==> src/hw/rtl/assert_macros.svh <==
// ----------------------------------------------------------------------------
// assert_macros.svh
// Shorthand for clocked concurrent assertions used across the RTL.
// ----------------------------------------------------------------------------
`ifndef ASSERT_MACROS_SVH
`define ASSERT_MACROS_SVH

// Same-cycle implication, disabled while reset is asserted (active low).
`define AST_SAME(label, clk, rst_n, ante, cons, msg) \
  label: assert property (@(posedge clk) disable iff (!rst_n) (ante) |-> (cons)) \
    else $error(msg);

// Next-cycle implication, disabled while reset is asserted (active low).
`define AST_NEXT(label, clk, rst_n, ante, cons, msg) \
  label: assert property (@(posedge clk) disable iff (!rst_n) (ante) |=> (cons)) \
    else $error(msg);

`endif

==> src/hw/rtl/skset_pkg.sv <==
// ----------------------------------------------------------------------------
// skset_pkg
// Types and codes shared by the sorted key set cells and top level.
// ----------------------------------------------------------------------------
package skset_pkg;

  localparam int KEY_W   = 32;
  localparam int FUNC_W  = 2;
  localparam int STAT_W  = 2;
  localparam int COUNT_W = 5;

  // Operation codes. The unused code behaves as a lookup.
  localparam logic [FUNC_W-1:0] FN_INSERT = 2'd0;
  localparam logic [FUNC_W-1:0] FN_REMOVE = 2'd1;
  localparam logic [FUNC_W-1:0] FN_LOOKUP = 2'd2;

  // Result status codes.
  localparam logic [STAT_W-1:0] ST_OK       = 2'd0;
  localparam logic [STAT_W-1:0] ST_DUP      = 2'd1;
  localparam logic [STAT_W-1:0] ST_NOTFOUND = 2'd2;
  localparam logic [STAT_W-1:0] ST_FULL     = 2'd3;

  typedef logic signed [KEY_W-1:0] key_t;

  typedef struct packed {
    logic [FUNC_W-1:0] func;
    key_t              key;
  } skset_in_t;

  typedef struct packed {
    logic [STAT_W-1:0]  status;
    logic               found;
    logic [COUNT_W-1:0] count;
  } skset_out_t;

  // Shift commands broadcast to every cell.
  typedef struct packed {
    logic ins_en;  // open a slot at the insert point, shifting right
    logic rem_en;  // close the slot at the match, shifting left
  } skset_ctl_t;

endpackage

==> src/hw/rtl/skset_cell.sv <==
// ----------------------------------------------------------------------------
// skset_cell
// One slot of the sorted key row: compares its key with the broadcast key
// and shifts toward either neighbor on insert or remove.
// ----------------------------------------------------------------------------
module skset_cell (
  input  logic                clk,
  input  skset_pkg::skset_ctl_t ctl,
  input  logic                slot_valid,
  input  skset_pkg::key_t     probe_key,
  input  skset_pkg::key_t     left_key,
  input  logic                left_less,
  input  skset_pkg::key_t     right_key,
  output skset_pkg::key_t     key_q,
  output logic                less,
  output logic                eq
);
  import skset_pkg::*;

  key_t key_r;
  key_t key_nxt;

  assign less  = slot_valid && (key_r < probe_key);
  assign eq    = slot_valid && (key_r == probe_key);
  assign key_q = key_r;

  // Cells below the insert or match point keep their keys. The first cell at
  // or above it takes the new key on insert; later cells take their left
  // neighbor. On remove every cell from the match upward takes its right one.
  always_comb begin
    key_nxt = key_r;
    if (ctl.ins_en && !less) begin
      key_nxt = left_less ? probe_key : left_key;
    end else if (ctl.rem_en && !less) begin
      key_nxt = right_key;
    end
  end

  always_ff @(posedge clk) begin
    key_r <= key_nxt;
  end

endmodule

==> src/hw/rtl/sorted_key_set_unit.sv <==
// ----------------------------------------------------------------------------
// sorted_key_set_unit
// Ordered set of distinct signed 32-bit keys held in a row of shifting cells.
// ----------------------------------------------------------------------------
// Usage:
//   An operation beat (in_item: func and key) is taken at a rising edge where
//   start is high and busy is low. func selects insert, remove or lookup; the
//   unused code acts as a lookup.
//   Every cell compares its key against the operation key in parallel during
//   the cycle after the beat is taken. Because the row is sorted, each cell
//   knows from its own and its left neighbor's compare whether to hold, load
//   the new key, or shift, so the whole row updates together in that cycle.
//   The result beat (status, found, count) appears on out_result for exactly
//   one cycle with out_strobe high, starting in the cycle after the compare
//   cycle. busy is high for the single compare cycle, so a new operation is
//   accepted only once busy has dropped, not while the last one is still in
//   its compare-and-shift pass across the cell row.
//   The receiver cannot stall: the result beat is simply presented once.
//   Reset (rst_n low, synchronous) empties the set and drops busy and the
//   strobe. Cell contents are not cleared; slots above the key count are
//   masked off by the count itself.
// ----------------------------------------------------------------------------
module sorted_key_set_unit #(
  parameter int CAPACITY = 16
) (
  input  logic                   clk,
  input  logic                   rst_n,
  input  logic                   start,
  output logic                   busy,
  input  skset_pkg::skset_in_t   in_item,
  output logic                   out_strobe,
  output skset_pkg::skset_out_t  out_result
);
  import skset_pkg::*;

  localparam int CW = $clog2(CAPACITY + 1);

  // Operation held for the compare-and-shift cycle.
  logic              busy_r;
  logic [FUNC_W-1:0] func_r;
  key_t              key_r;

  logic [CW-1:0] count_r;
  logic [CW-1:0] count_nxt;

  logic       out_strobe_r;
  skset_out_t out_result_r;
  skset_out_t out_result_nxt;

  key_t              cell_key [CAPACITY];
  logic [CAPACITY-1:0] cell_less;
  logic [CAPACITY-1:0] cell_eq;
  logic [CAPACITY-1:0] slot_valid;

  skset_ctl_t ctl;
  logic       present;
  logic       full;
  logic       is_insert;
  logic       is_remove;
  logic [STAT_W-1:0] status;
  logic [CW+COUNT_W-1:0] count_ext;

  // The cell row. Neighbor ports at the ends are tied so that the first cell
  // sees the new key on its left and the last cell sees itself on its right.
  for (genvar i = 0; i < CAPACITY; i++) begin : g_cell
    key_t left_key;
    logic left_less;
    key_t right_key;

    assign slot_valid[i] = count_r > CW'(i);

    if (i == 0) begin : g_first
      assign left_key  = key_r;
      assign left_less = 1'b1;
    end else begin : g_mid
      assign left_key  = cell_key[i-1];
      assign left_less = cell_less[i-1];
    end

    if (i == CAPACITY - 1) begin : g_last
      assign right_key = cell_key[i];
    end else begin : g_inner
      assign right_key = cell_key[i+1];
    end

    skset_cell u_cell (
      .clk        (clk),
      .ctl        (ctl),
      .slot_valid (slot_valid[i]),
      .probe_key  (key_r),
      .left_key   (left_key),
      .left_less  (left_less),
      .right_key  (right_key),
      .key_q      (cell_key[i]),
      .less       (cell_less[i]),
      .eq         (cell_eq[i])
    );
  end

  // Keys are distinct, so at most one valid cell can match.
  assign present   = |cell_eq;
  assign full      = count_r == CW'(CAPACITY);
  assign is_insert = func_r == FN_INSERT;
  assign is_remove = func_r == FN_REMOVE;

  assign ctl.ins_en = busy_r && is_insert && !present && !full;
  assign ctl.rem_en = busy_r && is_remove && present;

  always_comb begin
    count_nxt = count_r;
    if (ctl.ins_en) begin
      count_nxt = count_r + CW'(1);
    end else if (ctl.rem_en) begin
      count_nxt = count_r - CW'(1);
    end
  end

  // A duplicate is reported ahead of a full table.
  always_comb begin
    if (is_insert) begin
      if (present) begin
        status = ST_DUP;
      end else if (full) begin
        status = ST_FULL;
      end else begin
        status = ST_OK;
      end
    end else begin
      status = present ? ST_OK : ST_NOTFOUND;
    end
  end

  // The count field keeps only its low bits when the capacity is large.
  assign count_ext = {{COUNT_W{1'b0}}, count_nxt};

  always_comb begin
    out_result_nxt.status = status;
    out_result_nxt.found  = present;
    out_result_nxt.count  = count_ext[COUNT_W-1:0];
  end

  always_ff @(posedge clk) begin
    if (!rst_n) begin
      busy_r       <= 1'b0;
      count_r      <= '0;
      out_strobe_r <= 1'b0;
    end else begin
      busy_r       <= start && !busy_r;
      count_r      <= count_nxt;
      out_strobe_r <= busy_r;
    end
  end

  always_ff @(posedge clk) begin
    if (start && !busy_r) begin
      func_r <= in_item.func;
      key_r  <= in_item.key;
    end
    if (busy_r) begin
      out_result_r <= out_result_nxt;
    end
  end

  assign busy       = busy_r;
  assign out_strobe = out_strobe_r;
  assign out_result = out_result_r;

  // Assertions.
  `include "assert_macros.svh"

  `AST_SAME(a_count_bound, clk, rst_n, 1'b1, count_r <= CW'(CAPACITY),
            "key count above capacity")
  `AST_NEXT(a_accept_busy, clk, rst_n, start && !busy_r, busy_r && !out_strobe_r,
            "accepted operation did not enter the compare cycle")
  `AST_NEXT(a_busy_result, clk, rst_n, busy_r, out_strobe_r && !busy_r,
            "compare cycle did not produce exactly one result")
  `AST_NEXT(a_insert_count, clk, rst_n, ctl.ins_en, count_r == $past(count_r) + CW'(1),
            "insert did not raise the key count")
  `AST_SAME(a_single_match, clk, rst_n, busy_r, $onehot0(cell_eq),
            "more than one cell matches the key")

endmodule
==> config.mk <==
export PLATFORM = sky130hd
export DESIGN_NAME = sorted_key_set_unit
export DESIGN_NICKNAME = d
export VERILOG_FILES = /design/src/hw/rtl/skset_pkg.sv /design/src/hw/rtl/skset_cell.sv /design/src/hw/rtl/sorted_key_set_unit.sv
export VERILOG_INCLUDE_DIRS = /design/src /design/src/hw/rtl
export SDC_FILE = /design/constraint.sdc
export NUM_CORES = 2
export LEC_CHECK = 0
export ABC_AREA = 0
export BUFFER_PORTS_ARGS = -buffer_cell sky130_fd_sc_hd__buf_2
export CORE_MARGIN = 2
export CORE_UTILIZATION = 55
export DETAILED_ROUTE_END_ITERATION = 12
export PLACE_DENSITY = 0.71
export SYNTH_ARGS = -nofsm -noshare
export SYNTH_HDL_FRONTEND = slang
export SYNTH_HIERARCHICAL = 1
export SYNTH_SLANG_ARGS = --single-unit
==> constraint.sdc <==
create_clock -name clk -period 7.3 [get_ports clk]
set_clock_uncertainty 0.15 [all_clocks]
set_input_delay 1.095 -clock clk [delete_from_list [all_inputs] [get_ports clk]]
set_output_delay 1.095 -clock clk [all_outputs]
set_load 0.02 [all_outputs]
# Yosys cells after proc, flatten, opt, wreduce, memory -nomap -nowiden

Index checks and enable logic that the tools add are counted.

Flip-flop bits (word level): 561
Memories kept: 0
Latch bits: 0
Input port bits: 37
Output and inout port bits: 10
Memory bits (writable): 0
Word-level logic and storage cells: 232
Memory bits (read-only): 0

Reduce and logical (&&, ||, !) cells: 105
$add $sub $neg: 2
Equal/unequal tests: 18
Mux-type cells: 51
Divide/modulo/power cells: 0
Bitwise operators: 0
Order comparisons: 32
Shifts and indexed selects: 0
Multipliers: 0

Operators with widths:

| kind                                                                  | number |
|---|---|
| 32-bit two-way mux                                                    | 45 |
| 32-bit equality test                                                  | 16 |
| 32-bit < comparator                                                   | 16 |
| 1-bit logical AND                                                     | 69 |
| 5-bit by 4-bit > comparator with 1-bit output, second input constant  | 8 |
| 2-bit nonzero test                                                    | 15 |
| 5-bit by 3-bit > comparator with 1-bit output, second input constant  | 4 |
| 1-bit logical NOT                                                     | 19 |
| 16-bit OR reduction                                                   | 1 |
| 5-bit by 1-bit > comparator with 1-bit output, second input constant  | 2 |
| 5-bit by 2-bit > comparator with 1-bit output, second input constant  | 2 |
| 5-bit two-way mux                                                     | 2 |
| 2-bit two-way mux                                                     | 4 |
| 5-bit by 1-bit adder with 5-bit output, second input constant         | 1 |
| 5-bit equality test, second input constant                            | 1 |
| 5-bit by 1-bit subtractor with 5-bit output, second input constant    | 1 |
| 2-bit by 1-bit equality test with 1-bit output, second input constant | 1 |
| 2-bit logical NOT                                                     | 1 |

# Logic depth before layout (Yosys ltp)

Depth after elaboration: 8
Gate-level depth with buffers: 16
Depth with buffers taken out: 15

# Modules after synthesis

Netlist, hierarchy kept.

Modules (own cells, without submodules):

| module              | area an instance (µm²) | cells an instance | seq. area each (µm²) | times used |
|---|---|---|---|---|
| skset_cell          | 2585.0                 | 226               | 960.9                | 16 |
| sorted_key_set_unit | 1938.1                 | 134               | 1401.3               | 1 |

# Worst setup path before layout

Ideal clock, no wire load.

Kind: register to register
Start: register key_r[31], in the netlist g_cell[0].left_key[31]
End: register g_cell[0].u_cell.key_r[0] (enable)
Buffers on the path: 1
Setup time: 0.421 ns
Data required time: 6.729 ns
Clock period less this slack: 5.683 ns
Arrival: 5.112 ns
Slack: 1.617 ns
Stages on the path, launching flop included: 14
Cells stage by stage: edfxtp_1 > inv_1 > ha_1 > nand4_1 > nor4_1 > nand2_1 > nor2_1 > nor4_1 > and4_1 > buf_6 > inv_4 > nor2_2 > nor2_1 > nor2_1

RTL lines:

| item                     | line                       | source |
|---|---|---|
| start: declaration       | sorted_key_set_unit.sv:41  | `key_t key_r;` |
| start signal: assignment | sorted_key_set_unit.sv:157 | `key_r <= in_item.key;` |
| end signal: assignment   | skset_cell.sv:40           | `key_r <= key_nxt;` |
| end: declaration         | skset_cell.sv:20           | `key_t key_r;` |

==> run metrics <==
status finished, violations left; violated checks antenna violations; clk buf depth 3; Commonest cells post-synth mux2_2 (992), edfxtp_1 (554), inv_1 (531); DRC 0; maximum VDD drop 0.209 mV; R2R setup slack 1.66 ns; # clock sinks 561; final max-slew violation count 0; leakage 19.4 nW; Setup Fix Bufs, Post-CTS 0; mux contribution to synthesized area between 20% and 30%; number of synthesized flops with an enable pin 554; Setup crit start kind flop; worst hold path type reg -> reg; routed len/inst 20.6 um; largest net degree at the start of global routing 36; # IOs 47; Worst Setup End Kind flop; Post-Synth Adder-Cell Area 15.0%; Cell Count, Final, Fillers Out 4924; number of antenna-violating nets in the routed design 1; minimum clock period 5.64 ns; WL final 101000 um; Post-Synth Simple-Gate Area 6.07%; Synth top area share 38.4%; Reg power frac around 47%; Req. time, crit path 7.43 ns; count of unique library cells instantiated by Yosys 42; average cell area after synthesis 11.5 um^2; Total Routing Usage GR 24.9%; Power Density 167 mW/mm^2; fraction of registers with async set/reset 0%; setup tns final 0 ns; CTS tree done; max cap viols 0; Die Y-Extent 285 um; Seq/Total Area, Yosys 38.7%; Initial DRT Pass Iterations 6; worst r2r src g_cell[0].left_key[31]; Placed Cells 4800; H-tree levels 3; FF+latch count, synth about 560; NetSw 1.93 mW; Int Pwr 5.90 mW; hold depth 1; Worst Hold Margin 0.447 ns; crit-path max FO 28; Skew-Pair Late Insertion Delay 0.61 ns; Hold EP g_cell[14].u_cell/key_q[8]; Worst Path Buf+Inv 4; Arr. time, crit path 5.77 ns; Congestion Overflow GR 0; first-pass GRT wire length between 150000 and 200000 um; Worst R2R End g_cell[0].u_cell/key_q[20]; Clk pwr share 41.7%; most frequent cell after synthesis mux2_2; Post-Syn Instances ~3800; initial antenna violation count 2; top cells by area, synth edfxtp_1 (38%), mux2_2 (26%), ha_1 (15%); total of warnings raised by yosys 6; GP Congestion 0.913; row cnt slightly above 100; port buffer count 46; syn nets 4305; die area 0.0810 mm^2; clock buffer count from CTS 67; Final setup viols 0; clock-pin slew on the worst setup and hold paths 0.06 ns; Area Growth Syn to Fin 8.30%; Total Power 7.83 mW; Initial Util between 50% and 60%; Mapped Area 0.0433 mm^2; RSZ-0062 raised after global routing no; vias in the first global route 29613; switching share of power 24.6%; cell taking the most area after synthesis edfxtp_1; main combinational cell family by area after synthesis multiplexers; CP max stage delay roughly 0.96 ns; via count 28510; Combinational Power Share 11.1%; post-CTS resize count 0; Util after Layout 60.3%; Final #Nets 4384; core area 0.0777 mm^2; Detailed Route Iter0 Violations 1730; endpoints failing hold 0; number of fill cells in the layout 6294; Root Driver clkbuf_16; Most used DFF post-synth edfxtp_1; Synth Area in XOR/XNOR 0.0607%; period utilization 77.3%; CP Class reg -> reg; HPWL reported at the end of detailed placement about 78000 um; DIE WIDTH between 200 and 300 um; FMAX between 150 and 200 MHz; layout cell share with drive strength beyond 1 33.6%; worst-path cell chain inv_1, ha_1, nand4_1, nor4_1, nand2_1, nor2_1, nor4_1, and4_1, inv_4, nand2_1, inv_1, nor2_1, nor2_2, buf_4; Top delay family on crit path simple AND/OR/NAND/NOR gates; worst r2r path cells 14; headroom to the max-slew limit 21.9%; worst slew pin tran ~1.2 ns; hold_buf cts 0; hold path startpoint g_cell[15].u_cell/key_q[8]; drt via density just under 6; Crit-path slowest cell edfxtp_1; Compound-Gate Fraction of Synth Area 6.97%
## power by group through the flow
stage | registers [mW] | logic, mW | clock network [mW]
4_1_cts | 3.69 | 0.862 | 3.34
5_1_grt | 3.71 | 0.974 | 3.46
3_5_place_dp | 3.76 | 0.857 | 0
6_report | 3.70 | 0.865 | 3.27
3_3_place_gp | 3.76 | 0.828 | 0
2_1_floorplan | 3.74 | 0.619 | 0
## routing by layer
layer  share of wire (%)  track usage (%)  up-vias
li1                    -                -    13949
met1                  45             33.1    13785
met2                  48             42.4      615
met3                 4.4             3.11      161
met4                 2.8             7.71        0
met5                   0                0        -
## cell families (layout without fill, tap and decap cells)
group	count (synthesis)	count (layout)
compound gates	467	467
xor+xnor	3	3
fa+ha+maj	518	518
buf+inv	648	776
flops	561	561
mux	1027	1027
other cells	1	7
simple gates	525	525
## flip-flops by register name, summed over array words and instances (netlist names)
name,flops
g_cell.u_cell/key_q,512
out_result,8
busy,1
out_strobe,1
count_r,5
func_r,2
g_cell.left_key,32
## worst max-delay path by stage
stage / from / end / slack [ns] / depth (start not counted)
after floorplan: g_cell[0].left_key[31] / g_cell[0].u_cell/key_q[0] / 1.62 / 13
after global placement: g_cell[0].left_key[31] / g_cell[0].u_cell/key_q[23] / 1.76 / 14
after detailed placement: g_cell[0].left_key[31] / g_cell[0].u_cell/key_q[25] / 1.77 / 14
after CTS: g_cell[0].left_key[31] / g_cell[0].u_cell/key_q[28] / 1.76 / 14
after global routing: g_cell[0].left_key[31] / g_cell[0].u_cell/key_q[20] / 1.31 / 14
final: g_cell[0].left_key[31] / g_cell[0].u_cell/key_q[20] / 1.66 / 14
## area by class of cell
type	instances	area [um^2]	share of cell area, %
diodes	6	15.0	0.0320
clock buffers	92	1860	3.96
clock inverters	26	228	0.486
inverters	533	2000	4.27
multi-input cells	2541	23900	50.9
flip-flops and latches	561	16800	35.8
well taps	1040	1300	2.78
repair buffers	125	848	1.81
## stage by stage
stage / setup slack, ns / cell area [um^2]
after CTS: 1.76 / 46900
after floorplan: 1.62 / 43300
after detailed placement: 1.77 / 44800
after global placement: 1.76 / 44800
after global routing: 1.31 / 46900
final: 1.66 / 46900
## cells in the final DEF (no fill, tap or decap), types with 17 or more instances in the layout
cell       count
nor4_1        37
nand3_1       33
o21ai_0       92
nand4_1       82
and3_1        17
nor2b_1       18
edfxtp_1     554
nand2_1      189
buf_4         77
mux2_1        32
inv_1        531
o211ai_1      17
ha_1         518
clkbuf_1      21
buf_2         46
nand3b_1      18
nor2_1        85
a22oi_1       17
mux2_2       992
clkbuf_16     71
a21oi_1      241
(Power assumes the default switching activity.)
